File: src/rtl/ppgdc_pkg.sv
package ppgdc_pkg;

  localparam int SAMPLE_BITS = 18;
  localparam int Q_BITS      = 15;
  localparam int DC_W        = 34;
  localparam int AC_W        = SAMPLE_BITS + 1;
  localparam int OUT_W       = 24;

  localparam int HALF_TAPS   = 11;
  localparam int SPAN        = 2 * HALF_TAPS;
  localparam int NUM_TAPS    = SPAN + 1;
  localparam int WT_W        = 13;
  localparam int PRE_W       = AC_W + 1;
  localparam int PROD_W      = PRE_W + WT_W + 1;
  localparam int ACC_W       = 36;
  localparam int GROUP_SIZE  = 3;
  localparam int NUM_GROUPS  = (HALF_TAPS + 1) / GROUP_SIZE;

  localparam int QUEUE_DEPTH = 2;
  localparam int QPTR_W      = (QUEUE_DEPTH > 1) ? $clog2(QUEUE_DEPTH) : 1;
  localparam int QCNT_W      = $clog2(QUEUE_DEPTH + 1);

  localparam logic [WT_W-1:0] TAP_WEIGHT [HALF_TAPS+1] = '{
    13'd172, 13'd321, 13'd579, 13'd927, 13'd1360, 13'd1858,
    13'd2390, 13'd2916, 13'd3391, 13'd3768, 13'd4012, 13'd4096
  };

  typedef logic signed [AC_W-1:0]  ac_t;
  typedef logic signed [OUT_W-1:0] out_t;

  typedef struct packed {
    logic full;
    logic empty;
  } q_stat_t;

endpackage

File: src/rtl/ppgdc_queue.sv
module ppgdc_queue (
  input  logic               clk,
  input  logic               rst_n,
  input  logic               push,
  input  ppgdc_pkg::ac_t     push_data,
  input  logic               pop,
  output ppgdc_pkg::ac_t     pop_data,
  output ppgdc_pkg::q_stat_t q_stat
);
  import ppgdc_pkg::*;

  ac_t                mem_r [QUEUE_DEPTH];
  logic [QPTR_W-1:0]  wr_ptr_r, wr_ptr_nxt;
  logic [QPTR_W-1:0]  rd_ptr_r, rd_ptr_nxt;
  logic [QCNT_W-1:0]  count_r, count_nxt;

  assign q_stat.full  = (count_r == QCNT_W'(QUEUE_DEPTH));
  assign q_stat.empty = (count_r == '0);
  assign pop_data     = mem_r[rd_ptr_r];

  always_comb begin
    wr_ptr_nxt = wr_ptr_r;
    rd_ptr_nxt = rd_ptr_r;
    count_nxt  = count_r;
    if (push) begin
      wr_ptr_nxt = (wr_ptr_r == QPTR_W'(QUEUE_DEPTH - 1)) ? '0 : wr_ptr_r + 1'b1;
    end
    if (pop) begin
      rd_ptr_nxt = (rd_ptr_r == QPTR_W'(QUEUE_DEPTH - 1)) ? '0 : rd_ptr_r + 1'b1;
    end
    if (push && !pop) begin
      count_nxt = count_r + 1'b1;
    end else if (pop && !push) begin
      count_nxt = count_r - 1'b1;
    end
  end

  always_ff @(posedge clk) begin
    if (!rst_n) begin
      wr_ptr_r <= '0;
      rd_ptr_r <= '0;
      count_r  <= '0;
    end else begin
      wr_ptr_r <= wr_ptr_nxt;
      rd_ptr_r <= rd_ptr_nxt;
      count_r  <= count_nxt;
    end
  end

  always_ff @(posedge clk) begin
    if (push) begin
      mem_r[wr_ptr_r] <= push_data;
    end
  end

endmodule

File: config.mk
export PLATFORM = sky130hd
export DESIGN_NAME = ppgdc_queue
export DESIGN_NICKNAME = d
export VERILOG_FILES = /design/src/rtl/ppgdc_pkg.sv /design/src/rtl/ppgdc_queue.sv
export SDC_FILE = /design/constraint.sdc
export NUM_CORES = 1
export LEC_CHECK = 0
export BUFFER_PORTS_ARGS = -buffer_cell sky130_fd_sc_hd__buf_2
export CAP_MARGIN = 20
export CORE_AREA = 5 5 57 79
export DETAILED_ROUTE_END_ITERATION = 16
export DIE_AREA = 0 0 62 84
export GPL_ROUTABILITY_DRIVEN = 0
export PLACE_DENSITY = 0.7
export SLEW_MARGIN = 10
export SYNTH_ARGS = -nofsm -noshare
export SYNTH_HDL_FRONTEND = slang
export SYNTH_SLANG_ARGS = --single-unit
File: constraint.sdc
create_clock -name clk -period 1.7 [get_ports clk]
set_clock_uncertainty 0.05 [all_clocks]
set_input_delay 0.17 -clock clk [delete_from_list [all_inputs] [get_ports clk]]
set_output_delay 0.17 -clock clk [all_outputs]
set_load 0.05 [all_outputs]
==> impl_metrics.toml <==
[setup_path]
crit_type = "register to output port"
crit_path_end_kind = "output port"
critPathMaxFanout = 17
worstPathRequired_ps = 1480
crit_arrival_ps = 1390
setup.worst_path.start_class = "register"

[sta]
rsz0062_at_grt = "no"
fin_setup_tns_ps = 0
whs_ps = 12.7
relSlewSlack_pct = 79.6
fmax_ghz = 0.620
finalSetupViolations = 0
finalCritPeriodShare_pct = 94.9
drv_slew = 0
fin_crit_ps = 1610
final_hold_viol_count = 0
worst_pin_slew_ps = 305
layout_setup_ws_ps = 86.4

[clock_tree]
cts_max_level = 2
cts_buffers = 5
cts_root_buffer = "clkbuf_8"
cts_sinks = 43
cts_tree = "built"
clockBufferDepth = 2
path_clk_slew_ps = 70
clkLatencyLatePin_ps = 290

[worst_hold_path]
hold_class = "primary input to register"

[drt]
top_layer_used = "met4"
dr.pass1.iters = 4
dr_wl_met3_um = 296
vias = 871
drtIter0Drc = 14
drc_errors = 0
drt-met1-wl_um = 936
routed_wl_um = 2620
met2WireLength_um = 1310
ant_nets = 0
avgViaCountPerCell = 4.87
wl_per_cell_um = 14.7

[logic_synthesis]
synth_area_leaders = "edfxtp_1, mux2_2, dfxtp_1"
ys_warn_count = 0
netlist.area_leader.share_pct = 71.8
synthMuxAreaShare_pct = 13.5
syn_nets = 105
yosysUniqueCellTypes = 17
synth_fa_ha_area_share_pct = 0.787
ys_seq_elements = 43
synth-compound-area-share_pct = 1.26
synth.avg_cell_area_um2 = 19.6
synth_cells = 81
yosysTopAreaCell = "edfxtp_1"
yosys.area_share.simple_pct = 3.54
synth_area_mm2 = 0.00159
synthXorXnorAreaFrac_pct = 1.65
synth_top_family_by_area = "multiplexers"
yosysSeqAreaShare_pct = 78.0

[cells_and_area]
layout_common_cells = "buf_2, edfxtp_1, mux2_2"
diodes = 0
final_cells = 179
drive_gt1_share_pct = 55.9
fillers = 352
final_common_cell = "buf_2"
nets = 159
fin_util_pct = 52.6
area_growth_pct = 25.2

[power_and_ir_drop]
vdd_drop_max_mv = 0.849
p_leak_nw = 0.770
powerDensity_mw_per_mm2 = 1140

[floorplanning]
io_pins = 44
die_h_um = 84
start_util_pct = 42.0
core_area_mm2 = 0.00378
die_width_um = 62
die_area_mm2 = 0.00521
placementRows = 27

[global_routing]
antenna_found_initial = 0
grt_max_degree = 18
grt_use_total_pct = 11.6
gr-total-overflow = 0
grt_pass1_vias = 929
grt_pass1_wl_um = 4280

[place]
hpwl_um = 1980
post-place-ws_ps = 246
port-buffer-count = 43
dp_cells = 170

[job]
cap_violations = 0

[status]
status = "finished, final reports clean"
-- per-stage QoR --
stage / total power, W / area (µm²)
2_1_floorplan: 0.00158 / 1590
4_1_cts: 0.00230 / 1980
3_5_place_dp: 0.00169 / 1880
6_report: 0.00228 / 1990
3_3_place_gp: 0.00168 / 1880
5_1_grt: 0.00239 / 1990
-- routing by layer --
layer | global-route usage [%] | up-vias
met4 | 7.53 | 0
met3 | 4.33 | 7
li1 | - | 417
met5 | 0 | -
met2 | 17.8 | 37
met1 | 12.7 | 410
-- power by group --
part	internal [W]	switching (W)	total, W	leakage [nW]
Clock	0.000279	0.000328	0.000607	0.0392
Combinational	0.000142	0.000292	0.000434	0.333
Sequential	0.00121	0.0000219	0.00124	0.398
Total	0.00164	0.000642	0.00228	0.770
-- critical path: stages (launching register included) --
cell,delay [ps]
dfxtp_2,380
buf_12,170
mux2_2,350
buf_2,210
-- final timing paths --
kind,to,depth (start not counted),startpoint,slack (ps)
hold / removal,mem_r[0][3]$_DFFE_PP_,1,push_data[3],10
setup reg to reg,mem_r[1][8]$_DFFE_PP_,2,wr_ptr_r$_SDFFE_PN0P_,450
setup / recovery,pop_data[5],3,register,90
hold reg to reg,count_r[1]$_SDFFE_PN0P_,2,count_r[1]$_SDFFE_PN0P_,450
-- flip-flops by register name, indices dropped and copies added (netlist names), named ones only --
signal and count:
rd_ptr_r 1, mem_r 38, count_r 2, wr_ptr_r 1
-- cell families after synthesis --
logic type	count (synthesis)
flops	43
mux	19
simple gates	9
compound gates	3
xor+xnor	3
buf+inv	3
fa+ha+maj	1
-- what timing repair did --
action | CTS | global route
gates resized for setup | 4 | 0
setup endpoints to repair | 17 | 0
hold endpoints to repair | 0 | 2
setup buffers | 0 | 0
hold buffers | 0 | 1
-- synthesized netlist by cell type --
cell       n
and2b_2    1
xnor2_1    1
mux2_2    19
edfxtp_1  38
buf_6      1
buf_2      1
inv_1      1
nor2b_1    2
a21boi_1   1
o21ai_0    1
o21a_1     1
ha_1       1
or3_1      1
xor2_1     2
and2_1     4
nor2_1     1
dfxtp_1    5
-- area by class of cell --
class	instances	area, µm²	share of cell area (%)
clock buffer	5	68.8	3.46
clock inverter	3	15.0	0.754
inverter	1	3.75	0.189
multi-input combinational	35	332	16.7
sequential	43	1240	62.4
tap	43	53.8	2.70
timing repair buffer	49	275	13.8
(Power assumes the default switching activity.)
