$ cat src/rtl/ppgdc_pkg.sv
package ppgdc_pkg;

  localparam int SAMPLE_BITS = 18;
  localparam int Q_BITS      = 15;
  localparam int DC_W        = 34;
  localparam int AC_W        = SAMPLE_BITS + 1;
  localparam int OUT_W       = 24;

  localparam int HALF_TAPS   = 11;
  localparam int SPAN        = 2 * HALF_TAPS;
  localparam int NUM_TAPS    = SPAN + 1;
  localparam int WT_W        = 13;
  localparam int PRE_W       = AC_W + 1;
  localparam int PROD_W      = PRE_W + WT_W + 1;
  localparam int ACC_W       = 36;
  localparam int GROUP_SIZE  = 3;
  localparam int NUM_GROUPS  = (HALF_TAPS + 1) / GROUP_SIZE;

  localparam int QUEUE_DEPTH = 2;
  localparam int QPTR_W      = (QUEUE_DEPTH > 1) ? $clog2(QUEUE_DEPTH) : 1;
  localparam int QCNT_W      = $clog2(QUEUE_DEPTH + 1);

  localparam logic [WT_W-1:0] TAP_WEIGHT [HALF_TAPS+1] = '{
    13'd172, 13'd321, 13'd579, 13'd927, 13'd1360, 13'd1858,
    13'd2390, 13'd2916, 13'd3391, 13'd3768, 13'd4012, 13'd4096
  };

  typedef logic signed [AC_W-1:0]  ac_t;
  typedef logic signed [OUT_W-1:0] out_t;

  typedef struct packed {
    logic full;
    logic empty;
  } q_stat_t;

endpackage

$ cat src/rtl/ppgdc_back.sv
module ppgdc_back #(
  parameter int OUTPUT_SHIFT = 11
) (
  input  logic               clk,
  input  logic               rst_n,
  input  ppgdc_pkg::q_stat_t q_stat,
  input  ppgdc_pkg::ac_t     pop_data,
  output logic               pop,
  output logic               out_valid,
  input  logic               out_stall,
  output ppgdc_pkg::out_t    out_filtered_ac
);
  import ppgdc_pkg::*;

  localparam logic signed [ACC_W:0] SAT_HI = (ACC_W+1)'(2**(OUT_W-1) - 1);
  localparam logic signed [ACC_W:0] SAT_LO = -SAT_HI - 1;

  logic                       en;
  ac_t                        taps_r [NUM_TAPS];
  logic                       v0_r, v1_r, v2_r, v3_r;
  logic signed [ACC_W-1:0]    prod_r [HALF_TAPS+1];
  logic signed [ACC_W-1:0]    grp_r  [NUM_GROUPS];
  logic signed [ACC_W-1:0]    acc_r;
  logic                       out_valid_r;
  out_t                       out_data_r;

  logic signed [PRE_W-1:0]    presum [HALF_TAPS+1];
  logic signed [PROD_W-1:0]   prod_c [HALF_TAPS+1];
  logic signed [ACC_W-1:0]    grp_c  [NUM_GROUPS];
  logic signed [ACC_W-1:0]    acc_c;
  logic signed [ACC_W-1:0]    shifted;
  logic signed [ACC_W:0]      negated;
  out_t                       sat_c;

  // whole back pipeline moves together when the output can take a request
  assign en              = !out_valid_r || !out_stall;
  assign pop             = en && !q_stat.empty;
  assign out_valid       = out_valid_r;
  assign out_filtered_ac = out_data_r;

  // folded symmetric taps, constant multiplies
  always_comb begin
    for (int i = 0; i < HALF_TAPS; i++) begin
      presum[i] = PRE_W'(taps_r[i]) + PRE_W'(taps_r[SPAN-i]);
    end
    presum[HALF_TAPS] = PRE_W'(taps_r[HALF_TAPS]);
    for (int i = 0; i <= HALF_TAPS; i++) begin
      prod_c[i] = presum[i] * $signed({1'b0, TAP_WEIGHT[i]});
    end
  end

  always_comb begin
    for (int g = 0; g < NUM_GROUPS; g++) begin
      grp_c[g] = '0;
      for (int k = 0; k < GROUP_SIZE; k++) begin
        grp_c[g] = grp_c[g] + prod_r[g*GROUP_SIZE + k];
      end
    end
    acc_c = '0;
    for (int g = 0; g < NUM_GROUPS; g++) begin
      acc_c = acc_c + grp_r[g];
    end
  end

  always_comb begin
    shifted = acc_r >>> OUTPUT_SHIFT;
    negated = -(ACC_W+1)'(shifted);
    if (negated > SAT_HI) begin
      sat_c = SAT_HI[OUT_W-1:0];
    end else if (negated < SAT_LO) begin
      sat_c = SAT_LO[OUT_W-1:0];
    end else begin
      sat_c = negated[OUT_W-1:0];
    end
  end

  always_ff @(posedge clk) begin
    if (!rst_n) begin
      for (int i = 0; i < NUM_TAPS; i++) begin
        taps_r[i] <= '0;
      end
      v0_r        <= 1'b0;
      v1_r        <= 1'b0;
      v2_r        <= 1'b0;
      v3_r        <= 1'b0;
      out_valid_r <= 1'b0;
    end else if (en) begin
      if (pop) begin
        taps_r[0] <= pop_data;
        for (int i = 1; i < NUM_TAPS; i++) begin
          taps_r[i] <= taps_r[i-1];
        end
      end
      v0_r        <= pop;
      v1_r        <= v0_r;
      v2_r        <= v1_r;
      v3_r        <= v2_r;
      out_valid_r <= v3_r;
    end
  end

  always_ff @(posedge clk) begin
    if (en) begin
      for (int i = 0; i <= HALF_TAPS; i++) begin
        prod_r[i] <= ACC_W'(prod_c[i]);
      end
      for (int g = 0; g < NUM_GROUPS; g++) begin
        grp_r[g] <= grp_c[g];
      end
      acc_r <= acc_c;
      if (v3_r) begin
        out_data_r <= sat_c;
      end
    end
  end

endmodule

$ cat config.mk
export PLATFORM = sky130hd
export DESIGN_NAME = ppgdc_back
export DESIGN_NICKNAME = d
export VERILOG_FILES = /design/src/rtl/ppgdc_pkg.sv /design/src/rtl/ppgdc_back.sv
export SDC_FILE = /design/constraint.sdc
export NUM_CORES = 2
export LEC_CHECK = 0
export ABC_AREA = 1
export BUFFER_PORTS_ARGS = -buffer_cell sky130_fd_sc_hd__buf_2
export CORE_MARGIN = 2
export CORE_UTILIZATION = 66
export DETAILED_ROUTE_END_ITERATION = 8
export PLACE_DENSITY = 0.82
export SETUP_SLACK_MARGIN = 0.05
export SLEW_MARGIN = 0
export SYNTH_ARGS = -nofsm -noshare
export SYNTH_HDL_FRONTEND = slang
export SYNTH_SLANG_ARGS = --single-unit
export TNS_END_PERCENT = 50
$ cat constraint.sdc
create_clock -name clk -period 64.6 [get_ports clk]
set_input_delay 9.69 -clock clk [delete_from_list [all_inputs] [get_ports clk]]
set_output_delay 9.69 -clock clk [all_outputs]
set_load 0.02 [all_outputs]
==> flow_summary_export.csv <==
group,metric,value,unit
outcome,status,"completed",
timing,rsz0062_at_grt,"false",
die,coreArea,148000,sq um
layout,drive_gt1_frac,0.03031,
critical_path,cp-end-kind,"output pin",
drt,drt_iter0_markers,6177,
placed_design,gp_congestion,0.9876,
critical_path,max_stage_delay,0.38,ns
clocking,cts_buffers,107,
critical_path,timing.critical_path.mode_cell,"buf_2",
global_route,grt_max_degree,196,
drt,wl,256.8,mm
clocking,holdBufCountCts,0,
global_route,grt_pass1_vias,73180,
drt,ant_nets,0,
clocking,clk_path_buf_depth,3,
timing,final_hold_viol_count,0,
timing,period_share,0.3199,
timing,tns,0,ns
clocking,cts_tree,"built",
die,start_util,0.6663,
critical_path,worst_ep_arrival_time,10.98,ns
clocking,post_cts_buffers,0,
clocking,htreeDepth,3,
global_route,antenna_found_initial,1,
timing,max_freq,48.38,MHz
synthesis,ys_warn_count,0,
critical_path,cp_top_family,"buffers and inverters",
layout,area_delta_synth_final,6.473,%
synthesis,synth-edff-count,982,
placed_design,port_buffers,48,
critical_path,crit_type,"in -> out",
clocking,clk_pin_slew,0.07,ns
critical_path,crit_required,54.91,ns
synthesis,syn-num-nets,12627,
synthesis,ys_ff_latch,987,
clocking,cts_root_buf,"clkbuf_16",
drt,post-route-drc-count,0,
timing,relSlewSlack,0.2332,
critical_path,worstPathCellList,"buf_2, nand2_4, inv_1, nor2_1, buf_2",
placed_design,dp_cells,12253,
placed_design,dp_hpwl,213.8,mm
drt,vias,71517,
global_route,grt_pass1_wl,404.8,mm
die,die_w,390.6,um
critical_path,critical_path_buf_inv_count,3,
drt,dr.pass1.iters,6,
synthesis,avgSynthCellArea,9.560,sq um
global_route,gr-total-overflow,0,
synthesis,synthCells,10316,
timing,clock_skew,0.04336,ns
layout,nFillCells,11071,
synthesis,synthArstFlopShare,0,
timing,worst_slack,43.93,ns
global_route,grt.total_usage,0.3451,
layout,layout.cells.non_filler,12456,
run,drv_cap,0,
die,ios,50,
die,rows,141,
clocking,cts_resized,0,
synthesis,seq_area_frac_synth,0.3000,
clocking,clock-sinks,987,
die,dieHeight,390.6,um
critical_path,crit_slowest_cell,"nand2_4",
placed_design,dp_slack,43.91,ns
critical_path,critPathLaunchType,"input pin",
timing,report.final.slew_viol_count,0,
min_path,hold_path_class,"reg -> reg",
timing,worstMarginPinSlew,1.150,ns
timing,setup-violations-final,0,
critical_path,cp_max_fo,38,
layout,nNetsFinal,12743,
drt,viasPerCell,5.742,
die,dieArea,152500,sq um
timing,hold_slack,0.4362,ns
synthesis,synth_cell_types,68,
synthesis,syn_area,98620,sq um
clocking,insertion_delay,0.77,ns
synthesis,synthFlopType,"edfxtp_1",
drt,routedWlPerCell,20.62,um
timing,post-route-min-period,20.67,ns
placed cells by master (no fill, tap or decap), drive strengths merged, types with 20 or more instances in the layout:
cell type and count:
xnor2 217, clkinv 36, nand2 1382, fa 930, o21ai 368, xor2 453, a21o 77, buf 71
nor3 67, clkbuf 123, a31oi 55, a21oi 699, nor2 782, nor4 38, nand3 303, o211ai 32
inv 2245, o21bai 50, nand4 77, ha 1357, edfxtp 982, a21boi 20
cells in the mapped netlist (77+ instances only):
library cell | n | share of area
ha_1 | 1357 | 0.17
fa_1 | 930 | 0.19
a21o_1 | 77 | 0.0059
nand4_1 | 77 | 0.0049
a21oi_1 | 697 | 0.035
nor2_1 | 775 | 0.029
xnor2_1 | 216 | 0.019
nand2_1 | 1369 | 0.052
o21ai_0 | 322 | 0.016
xor2_1 | 449 | 0.040
nand3_1 | 300 | 0.015
edfxtp_1 | 982 | 0.30
inv_1 | 2217 | 0.084
layer usage:
| layer | GRT usage | up-vias | share of wire |
|---|---|---|---|
| met4 | 0.1127 | 2 | 0.036 |
| met5 | 0 | - | 0.000039 |
| met3 | 0.04455 | 446 | 0.076 |
| met1 | 0.4885 | 34742 | 0.43 |
| li1 | - | 33804 | - |
| met2 | 0.5547 | 2523 | 0.46 |
registers in the layout (all words and copies together), names as in the netlist:
| signal | flops |
|---|---|
| acc_r | 25 |
| grp_r | 142 |
| out_filtered_ac | 24 |
| out_valid | 1 |
| prod_r | 354 |
| taps_r | 437 |
| v0_r | 1 |
| v1_r | 1 |
| v2_r | 1 |
| v3_r | 1 |
worst register-to-register path, delay by kind of cell, from the launching register on:
family | cells | cell delay [ns]
adder cells (fa/ha/maj) | 7 | 3.51
AND/OR/NAND/NOR | 9 | 1.98
AO/OA/AOI/OAI | 7 | 1.34
buffers and inverters | 5 | 0.53
flip-flops | 1 | 0.50
XOR/XNOR | 1 | 0.10
final timing paths:
kind                        from              to  slack [ns]  cells after the start
setup reg to reg  taps_r[0][192]  prod_r[2][102]       56.39                     29
hold reg to reg   taps_r[0][213]  prod_r[2][124]        0.44                      0
setup / recovery       out_stall             pop       43.93                      5
hold / removal    taps_r[0][213]  prod_r[2][124]        0.44                      0
through the flow:
| stage | util | instance area, sq um |
|---|---|---|
| after global placement | 0.6840 | 101300 |
| after global routing | 0.7094 | 105000 |
| after CTS | 0.7094 | 105000 |
| after floorplan | - | 98620 |
| after detailed placement | 0.6840 | 101300 |
| final | 0.7094 | 105000 |
kinds of logic (layout without fill, tap and decap cells):
| group | Yosys count | count (layout) | synth area share |
|---|---|---|---|
| compound gates | 1388 | 1388 | 0.07903 |
| mux | 1 | 1 | 0.0001015 |
| fa+ha+maj | 2287 | 2287 | 0.3609 |
| simple gates | 2685 | 2685 | 0.1119 |
| other cells | 1 | 2 | 0.00003802 |
| xor+xnor | 671 | 671 | 0.06034 |
| buf+inv | 2296 | 2505 | 0.08760 |
| flops | 987 | 987 | 0.3000 |
layout make-up:
type / count / area, sq um / share of cell area
repair buffers: 71 / 440.4 / 0.004194
flip-flops and latches: 987 / 29590 / 0.2818
well taps: 1930 / 2415 / 0.02300
clock buffers: 123 / 2738 / 0.02607
multi-input cells: 7033 / 60430 / 0.5755
diodes: 1 / 2.502 / 0.00002383
inverters: 2232 / 8378 / 0.07979
clock inverters: 79 / 1013 / 0.009652
Power is left out: the tool's default activity adds up to more than one toggle a clock period on the data nets, which glitch-free logic cannot reach.
