`src/rtl/ppgdc_pkg.sv`:
```
package ppgdc_pkg;

  localparam int SAMPLE_BITS = 18;
  localparam int Q_BITS      = 15;
  localparam int DC_W        = 34;
  localparam int AC_W        = SAMPLE_BITS + 1;
  localparam int OUT_W       = 24;

  localparam int HALF_TAPS   = 11;
  localparam int SPAN        = 2 * HALF_TAPS;
  localparam int NUM_TAPS    = SPAN + 1;
  localparam int WT_W        = 13;
  localparam int PRE_W       = AC_W + 1;
  localparam int PROD_W      = PRE_W + WT_W + 1;
  localparam int ACC_W       = 36;
  localparam int GROUP_SIZE  = 3;
  localparam int NUM_GROUPS  = (HALF_TAPS + 1) / GROUP_SIZE;

  localparam int QUEUE_DEPTH = 2;
  localparam int QPTR_W      = (QUEUE_DEPTH > 1) ? $clog2(QUEUE_DEPTH) : 1;
  localparam int QCNT_W      = $clog2(QUEUE_DEPTH + 1);

  localparam logic [WT_W-1:0] TAP_WEIGHT [HALF_TAPS+1] = '{
    13'd172, 13'd321, 13'd579, 13'd927, 13'd1360, 13'd1858,
    13'd2390, 13'd2916, 13'd3391, 13'd3768, 13'd4012, 13'd4096
  };

  typedef logic signed [AC_W-1:0]  ac_t;
  typedef logic signed [OUT_W-1:0] out_t;

  typedef struct packed {
    logic full;
    logic empty;
  } q_stat_t;

endpackage

```
`src/rtl/ppgdc_front.sv`:
```
module ppgdc_front #(
  parameter int DC_SHIFT = 4
) (
  input  logic                               clk,
  input  logic                               rst_n,
  input  logic                               in_valid,
  output logic                               in_stall,
  input  logic [ppgdc_pkg::SAMPLE_BITS-1:0]  in_raw_sample,
  input  ppgdc_pkg::q_stat_t                 q_stat,
  output logic                               push,
  output ppgdc_pkg::ac_t                     push_data
);
  import ppgdc_pkg::*;

  logic                       f1_valid_r, f1_valid_nxt;
  logic [SAMPLE_BITS-1:0]     sample_r;
  logic signed [DC_W-1:0]     dc_r, dc_nxt;
  logic signed [DC_W:0]       target, diff, step;
  logic signed [DC_W-1:0]     level;
  logic                       accept;

  assign in_stall = f1_valid_r && q_stat.full;
  assign accept   = in_valid && !in_stall;
  assign push     = f1_valid_r && !q_stat.full;

  // leaky integrator toward sample in q15
  always_comb begin
    target = $signed({2'b00, in_raw_sample, {Q_BITS{1'b0}}});
    diff   = target - $signed({dc_r[DC_W-1], dc_r});
    step   = diff >>> DC_SHIFT;
    dc_nxt = dc_r + step[DC_W-1:0];
  end

  // dc_r already holds the level that belongs to sample_r
  always_comb begin
    level     = dc_r >>> Q_BITS;
    push_data = $signed({1'b0, sample_r}) - level[AC_W-1:0];
  end

  always_comb begin
    f1_valid_nxt = f1_valid_r;
    if (accept) begin
      f1_valid_nxt = 1'b1;
    end else if (push) begin
      f1_valid_nxt = 1'b0;
    end
  end

  always_ff @(posedge clk) begin
    if (!rst_n) begin
      f1_valid_r <= 1'b0;
      dc_r       <= '0;
    end else begin
      f1_valid_r <= f1_valid_nxt;
      if (accept) begin
        dc_r <= dc_nxt;
      end
    end
  end

  always_ff @(posedge clk) begin
    if (accept) begin
      sample_r <= in_raw_sample;
    end
  end

endmodule

```
`config.mk`:
```
export PLATFORM = sky130hd
export DESIGN_NAME = ppgdc_front
export DESIGN_NICKNAME = d
export VERILOG_FILES = /design/src/rtl/ppgdc_pkg.sv /design/src/rtl/ppgdc_front.sv
export SDC_FILE = /design/constraint.sdc
export NUM_CORES = 1
export LEC_CHECK = 0
export BUFFER_PORTS_ARGS = -buffer_cell sky130_fd_sc_hd__buf_4
export CORE_ASPECT_RATIO = 1.2
export CORE_MARGIN = 4
export CORE_UTILIZATION = 40
export DETAILED_ROUTE_END_ITERATION = 7
export MAX_ROUTING_LAYER = met4
export PLACE_DENSITY = 0.66
export SLEW_MARGIN = 20
export SYNTH_ARGS = -nofsm -noshare
export SYNTH_HDL_FRONTEND = slang
export SYNTH_SLANG_ARGS = --single-unit
```
`constraint.sdc`:
```
create_clock -name clk -period 9.6 [get_ports clk]
set_clock_uncertainty 0.1 [all_clocks]
set_input_delay 0 -clock clk [delete_from_list [all_inputs] [get_ports clk]]
set_output_delay 0 -clock clk [all_outputs]
set_load 0.005 [all_outputs]
```
==> reports/qor.json, run 1 <==
{
  "status": "finished clean",
  "design.final.nets": 769,
  "power.density_nw_per_um2": 356,
  "die_outline_width_um": 111,
  "synth-edff-count": 18,
  "synth_cell_type_count": 63,
  "combinational_cell_fraction_of_total_power_pct": 75.1,
  "grt_pass1_vias": 4634,
  "unrepaired_setup_endpoints_after_global_routing": "no",
  "final.hold.worst_slack_ps": 46.8,
  "clock_tree.root_cell": "clkbuf_16",
  "dieHeight_um": 132,
  "multiInputGateArea_um2": 3710,
  "finish.utilization_pct": 47.3,
  "switchingPower_uw": 997,
  "port_buffers": 42,
  "drtAntennaViolNets": 0,
  "synth.yosys.seq_area_share_pct": 24.2,
  "fp.dieArea_um2": 14700,
  "yosys_warnings": 0,
  "seqCellArea_um2": 1240,
  "detail_route.first_pass.iterations": 4,
  "highest_count_cells_in_the_layout_ignoring_fill_and_taps": "ha_1 (69), nand2_1 (55), buf_4 (44)",
  "timing.fmax_mhz": 186,
  "critical_path_buf_inv_count": 0,
  "yosysTopAreaCellShare_pct": 16.8,
  "final.setup.tns_ps": 0,
  "clockBufferDepth": 2,
  "worst_path_dominant_cell_family": "simple AND/OR/NAND/NOR gates",
  "detailed_place_hpwl_um": 9310,
  "critPathLaunchType": "register",
  "grt_first_pass_wirelength_um": 20200,
  "antenna-diode-count": 0,
  "async_reset_ff_share_pct": 0,
  "clkLatencyLatePin_ps": 300,
  "cts.repair.resized": 0,
  "timing.critical_path.cells": "or4_1 > or4_4 > or3_4 > or3_4 > nor2_4 > a21oi_2 > o21bai_2 > xor2_1 > ha_1 > and4_1 > and2_1 > a32o_1 > nor2_1 > o31ai_1 > a31o_2 > a221o_1 > a21o_1 > o311ai_1",
  "p_clk_share_pct": 8.7,
  "internal_power_mw": 1.12,
  "sw_frac_of_total_pct": 47.0,
  "tritoncts": "built",
  "mostFrequentLayoutCell": "ha_1",
  "core_region_area_um2": 12600,
  "tritoncts.num_buffers": 5,
  "final.period_utilization_pct": 56.1,
  "num_io_pins": 44,
  "worst_setup_path_end_kind": "register",
  "synth_area_per_cell_um2": 8.33,
  "n_fill_cell": 1230,
  "post-route-min-period_ps": 5380,
  "yosys.area.top_type": "ha_1",
  "seq_power_share_pct": 16.2,
  "setup_viol": 0,
  "wirelength_um": 11800,
  "critPathMaxStageDelay_ps": 640,
  "syn2layout_area_growth_pct": 16.2,
  "worst_ir_drop_vdd_mv": 0.131,
  "synth_cells": 616,
  "timing.final.max_slew_violations": 0,
  "crit_path_frequent_cell": "or3_4",
  "drc_violation_total_after_the_first_tritonroute_iteration": 170,
  "total_leakage_power_nw": 2.61,
  "critPathRequiredTime_ps": 9700,
  "crit_type": "reg -> reg",
  "grt_antenna_before_repair": 0,
  "grt_start_max_net_pins": 55,
  "routed_via_count": 4591,
  "slew_headroom_pct": 58.9,
  "final-hold-violation-count": 0,
  "synth_ff_type": "dfxtp_1",
  "yosys-top-cells-area": "ha_1 (17%), dfxtp_1 (14%), edfxtp_1 (11%)",
  "fp-row-count": 45,
  "drc_errors": 0,
  "critical_path_arrival_ps": 5490,
  "netlist_area_um2": 5130,
  "mappedNetlistNets": 710,
  "global_route.usage.total_pct": 16.5,
  "cts_htree_levels": 2,
  "cp_max_fo": 6,
  "clock_sink_count": 53,
  "drive_gt1_share_pct": 11.1,
  "cts.clk_slew.worst_paths_ps": 70,
  "drt-wirelength-per-cell_um": 14.1,
  "tightestPinTransition_ps": 612,
  "slowest_stage": "or4_1",
  "min-delay-path-class": "in -> reg",
  "initial_cell_density_of_the_core_pct": 40.7,
  "post_drt_via_cell_ratio": 5.47,
  "place.gp.congestion": 0.952,
  "max_cap_viol_count": 0,
  "grt.overflow.total": 0,
  "synth.ff_latch_count": 53
}
kinds of logic (layout without fill, tap and decap cells):
logic type,after synthesis,count (layout),synth area share [%]
compound gates,191,191,25.1
xor+xnor,56,56,9.55
fa+ha+maj,71,71,17.6
buf+inv,48,108,3.53
flops,53,53,24.2
mux,2,2,0.390
simple gates,195,195,19.7
synthesized netlist by cell type (3+ instances only):
cell and n:
nor2_1 26, ha_1 69, o21a_1 15, nand3b_1 3, inv_1 36, o21a_2 3, o2111ai_1 3, or2_2 5
nor3_1 23, clkbuf_1 10, a21boi_0 8, edfxtp_1 18, nand4_1 5, o21ai_0 42, o211ai_1 4, o31ai_1 3
xnor2_1 27, a21oi_1 42, o21bai_1 6, xor2_1 29, nand3_1 22, o31a_1 3, and4_1 3, a211oi_1 7
nand2b_1 4, dfxtp_1 35, and2_1 20, nand2_1 55, o21bai_2 3, and3_1 10, a31oi_1 4, a21o_1 25
nor2b_1 6
cell type report:
cell class	instances	area share [%]
sequential	53	20.8
timing repair buffer	64	8.89
tap	164	3.44
multi-input combinational	515	62.2
clock buffer	6	2.16
clock inverter	2	0.252
inverter	36	2.26
power by group through the flow:
stage / Combinational [mW] / Sequential (mW) / Clock, mW
floorplan: 1.23 / 0.333 / 0
global placement: 1.54 / 0.347 / 0
detailed placement: 1.57 / 0.349 / 0
CTS: 1.59 / 0.344 / 0.191
global route: 1.79 / 0.353 / 0.199
finish: 1.59 / 0.344 / 0.184
metrics by stage:
step / worst slack, ps / cell area (um^2) / cells / total power [mW]
6_report: 4220 / 5970 / 840 / 2.12
5_1_grt: 4040 / 5970 / 840 / 2.34
4_1_cts: 4220 / 5970 / 840 / 2.13
3_5_place_dp: 4250 / 5620 / 812 / 1.92
3_3_place_gp: 4330 / 5620 / 812 / 1.89
2_1_floorplan: 4750 / 5130 / 616 / 1.57
flip-flops by register name, summed over array words and instances (netlist names):
| signal | count |
|---|---|
| dc_r | 34 |
| sample_r | 18 |
| f1_valid_r | 1 |
metal layers:
metal	global-route usage, %	vias to the layer above	share of wire (%)
li1	-	2376	-
met1	18.1	2127	44
met2	30.3	66	51
met3	1.79	22	2.4
met4	5.95	0	2.9
met5	-	-	0
path summary, 6_finish.rpt:
| path | cells after the start | slack (ps) | startpoint | endpoint |
|---|---|---|---|---|
| setup reg to reg | 18 | 4220 | dc_r[1] | dc_r[33] |
| hold / removal | 2 | 50 | rst_n | dc_r[20] |
| setup / recovery | 18 | 4220 | dc_r[1] | dc_r[33] |
| hold reg to reg | 2 | 390 | dc_r[0] | dc_r[0] |
repair_timing:
action / in CTS / in global routing
hold buffers: 20 / 0
setup buffers: 0 / 0
hold endpoints to repair: 19 / 0
No activity file was read; power rests on OpenSTA's default activity.
==> run 2, diff against run 1 <==
==> constraint.sdc (replaced) <==
create_clock -name clk -period 5.1 [get_ports clk]
set_clock_uncertainty 0.1 [all_clocks]
set_input_delay 0 -clock clk [delete_from_list [all_inputs] [get_ports clk]]
set_output_delay 0 -clock clk [all_outputs]
set_load 0.005 [all_outputs]
==> run 2 against run 1 <==
Against the previous run:
- final cell count up 0.71%
- non-clock buffer count up 6
- clock power up 110%
- cell area up 1.6%
- critical path depth unchanged
- sequential power up 89%
- register-to-register slack worse by 4000 ps
- die area unchanged
- sequential share of layout area down 0.28 points
- largest cell class unchanged
- maximum frequency up 9.7%
- highest routed layer unchanged
==> reports/qor.json, run 2 (synthesis gave the netlist of run 1 again) <==
{
  "antenna-diode-count": 0,
  "drive_gt1_share_pct": 12.8,
  "grt.overflow.total": 0,
  "final_cell_count_no_fill": 846,
  "max_cap_viol_count": 0,
  "routed_via_count": 4624,
  "highest_count_cells_in_the_layout_ignoring_fill_and_taps": "ha_1 (69), nand2_1 (55), buf_4 (50)",
  "timing.final.max_slew_violations": 0,
  "crit_path_frequent_cell": "or3_4",
  "post-route-min-period_ps": 4910,
  "unrepaired_setup_endpoints_after_global_routing": "yes",
  "timing.critical_path.cells": "or4_1 > or4_4 > or3_4 > or3_4 > nor2_4 > a21oi_2 > o21bai_2 > xor2_1 > ha_1 > and4_1 > and2_1 > a32o_1 > nor2_2 > o31ai_2 > a31o_2 > a221o_1 > a21o_1 > o311ai_1",
  "port_buffers": 42,
  "clock_sink_count": 53,
  "initial_cell_density_of_the_core_pct": 40.7,
  "detailed_place_hpwl_um": 9390,
  "dieHeight_um": 132,
  "total_leakage_power_nw": 2.66,
  "cp_max_fo": 6,
  "status": "finished clean",
  "fp-row-count": 45,
  "tritoncts.num_buffers": 5,
  "clockBufferDepth": 2,
  "detail_route.first_pass.iterations": 4,
  "cts.clk_slew.worst_paths_ps": 70,
  "core_region_area_um2": 12600,
  "post_drt_via_cell_ratio": 5.47,
  "syn2layout_area_growth_pct": 18.1,
  "die_outline_width_um": 111,
  "critical_path_buf_inv_count": 0,
  "regs_by_ff_count": "dc_r (34), sample_r (18), f1_valid_r (1)",
  "gr-max-usage-layer": "met2",
  "fp.dieArea_um2": 14700,
  "final.setup.tns_ps": 0,
  "use_met3_pct": 1.61,
  "mostFrequentLayoutCell": "ha_1",
  "global_routing_met1_resource_utilization_pct": 18.2,
  "placed_cells_incl_taps": 815,
  "slew_headroom_pct": 66.9,
  "largest_register_ff_count": 34,
  "tightestPinTransition_ps": 490,
  "dp_slack_ps": 53.5,
  "tritoncts": "built",
  "crit_type": "reg -> reg",
  "worst_ir_drop_vdd_mv": 0.238,
  "place.gp.congestion": 0.924,
  "grt_antenna_before_repair": 0,
  "timing.fmax_mhz": 204,
  "drc_violation_total_after_the_first_tritonroute_iteration": 165,
  "clkLatencyLatePin_ps": 300,
  "wirelength_um": 12200,
  "design.final.nets": 775,
  "largest_reg_by_ff_count": "dc_r",
  "drc_errors": 0,
  "drtAntennaViolNets": 0,
  "critPathRequiredTime_ps": 5210,
  "critPathLaunchType": "register",
  "grt_start_max_net_pins": 55,
  "min-delay-path-class": "in -> reg",
  "drt-wirelength-per-cell_um": 14.4,
  "fin_ws_ps": 192,
  "setup_viol": 0,
  "met2_usage_pct": 32.0,
  "critical_path_arrival_ps": 5010,
  "grt_pass1_vias": 4664,
  "num_io_pins": 44,
  "power_mw": 4.16,
  "fin_area_um2": 6060,
  "slowest_stage": "or4_4",
  "worst_path_dominant_cell_family": "simple AND/OR/NAND/NOR gates",
  "global_route.usage.total_pct": 16.8,
  "final-hold-violation-count": 0,
  "clock_tree.root_cell": "clkbuf_16",
  "cts_htree_levels": 2,
  "final.period_utilization_pct": 96.2,
  "critPathMaxStageDelay_ps": 540,
  "dpl-instance-area_um2": 5650,
  "power.density_nw_per_um2": 686,
  "grt_first_pass_wirelength_um": 20600,
  "worst_setup_path_end_kind": "register"
}
==> run 2: cell types whose count changed in the layout (fill, tap and decap cells not counted), moves of 2 or more <==
cell	before	now
buf_4	44	50
clkinvlp_4	2	0
dfxtp_2	0	2
dfxtp_1	35	33
==> run 2: report_power, final <==
part	total [mW]	switching (mW)	internal [mW]
Combinational	3.11	1.67	1.45
Clock	0.392	0.161	0.232
Sequential	0.650	0.106	0.545
Total	4.16	1.93	2.22
==> run 2: path summary, 6_finish.rpt <==
check | depth (start not counted) | start | slack (ps) | end
hold / removal | 2 | rst_n | 40 | dc_r[2]
setup reg to reg | 18 | dc_r[7] | 190 | dc_r[33]
hold reg to reg | 2 | dc_r[28] | 390 | dc_r[28]
setup / recovery | 18 | dc_r[7] | 190 | dc_r[33]
==> run 2: final cells by class <==
class,instances,area [um^2]
fillers,1193,6550
flip-flops and latches,53,1240
clock buffers,6,129
inverters,36,135
well taps,164,205
repair buffers,70,576
multi-input cells,515,3740
clock inverters,2,35.0
==> run 2: per-stage QoR <==
stage	utilization (%)	hold WS (ps)
finish	48.1	45.0
global route	48.1	70.4
CTS	47.6	41.2
detailed placement	44.8	91.7
global placement	44.8	90.8
floorplan	-	-69.8
==> run 2: routing by layer <==
metal	up-vias	routed length (um)
li1	2396	-
met1	2174	5380
met2	43	6410
met3	11	211
met4	0	206
met5	-	0
==> run 2: worst register-to-register path, delay by kind of cell, from the launching register on <==
| family | cells | cell delay [ps] |
|---|---|---|
| XOR/XNOR | 1 | 170 |
| AO/OA/AOI/OAI | 8 | 1460 |
| AND/OR/NAND/NOR | 8 | 2440 |
| flip-flops | 1 | 350 |
| adder cells (fa/ha/maj) | 1 | 300 |
==> run 2: repair_timing <==
action	in CTS	in global routing
endpoints found under the hold margin	19	0
resized for setup	0	8
setup buffers	0	3
hold buffers	20	0
setup endpoints to repair	0	7
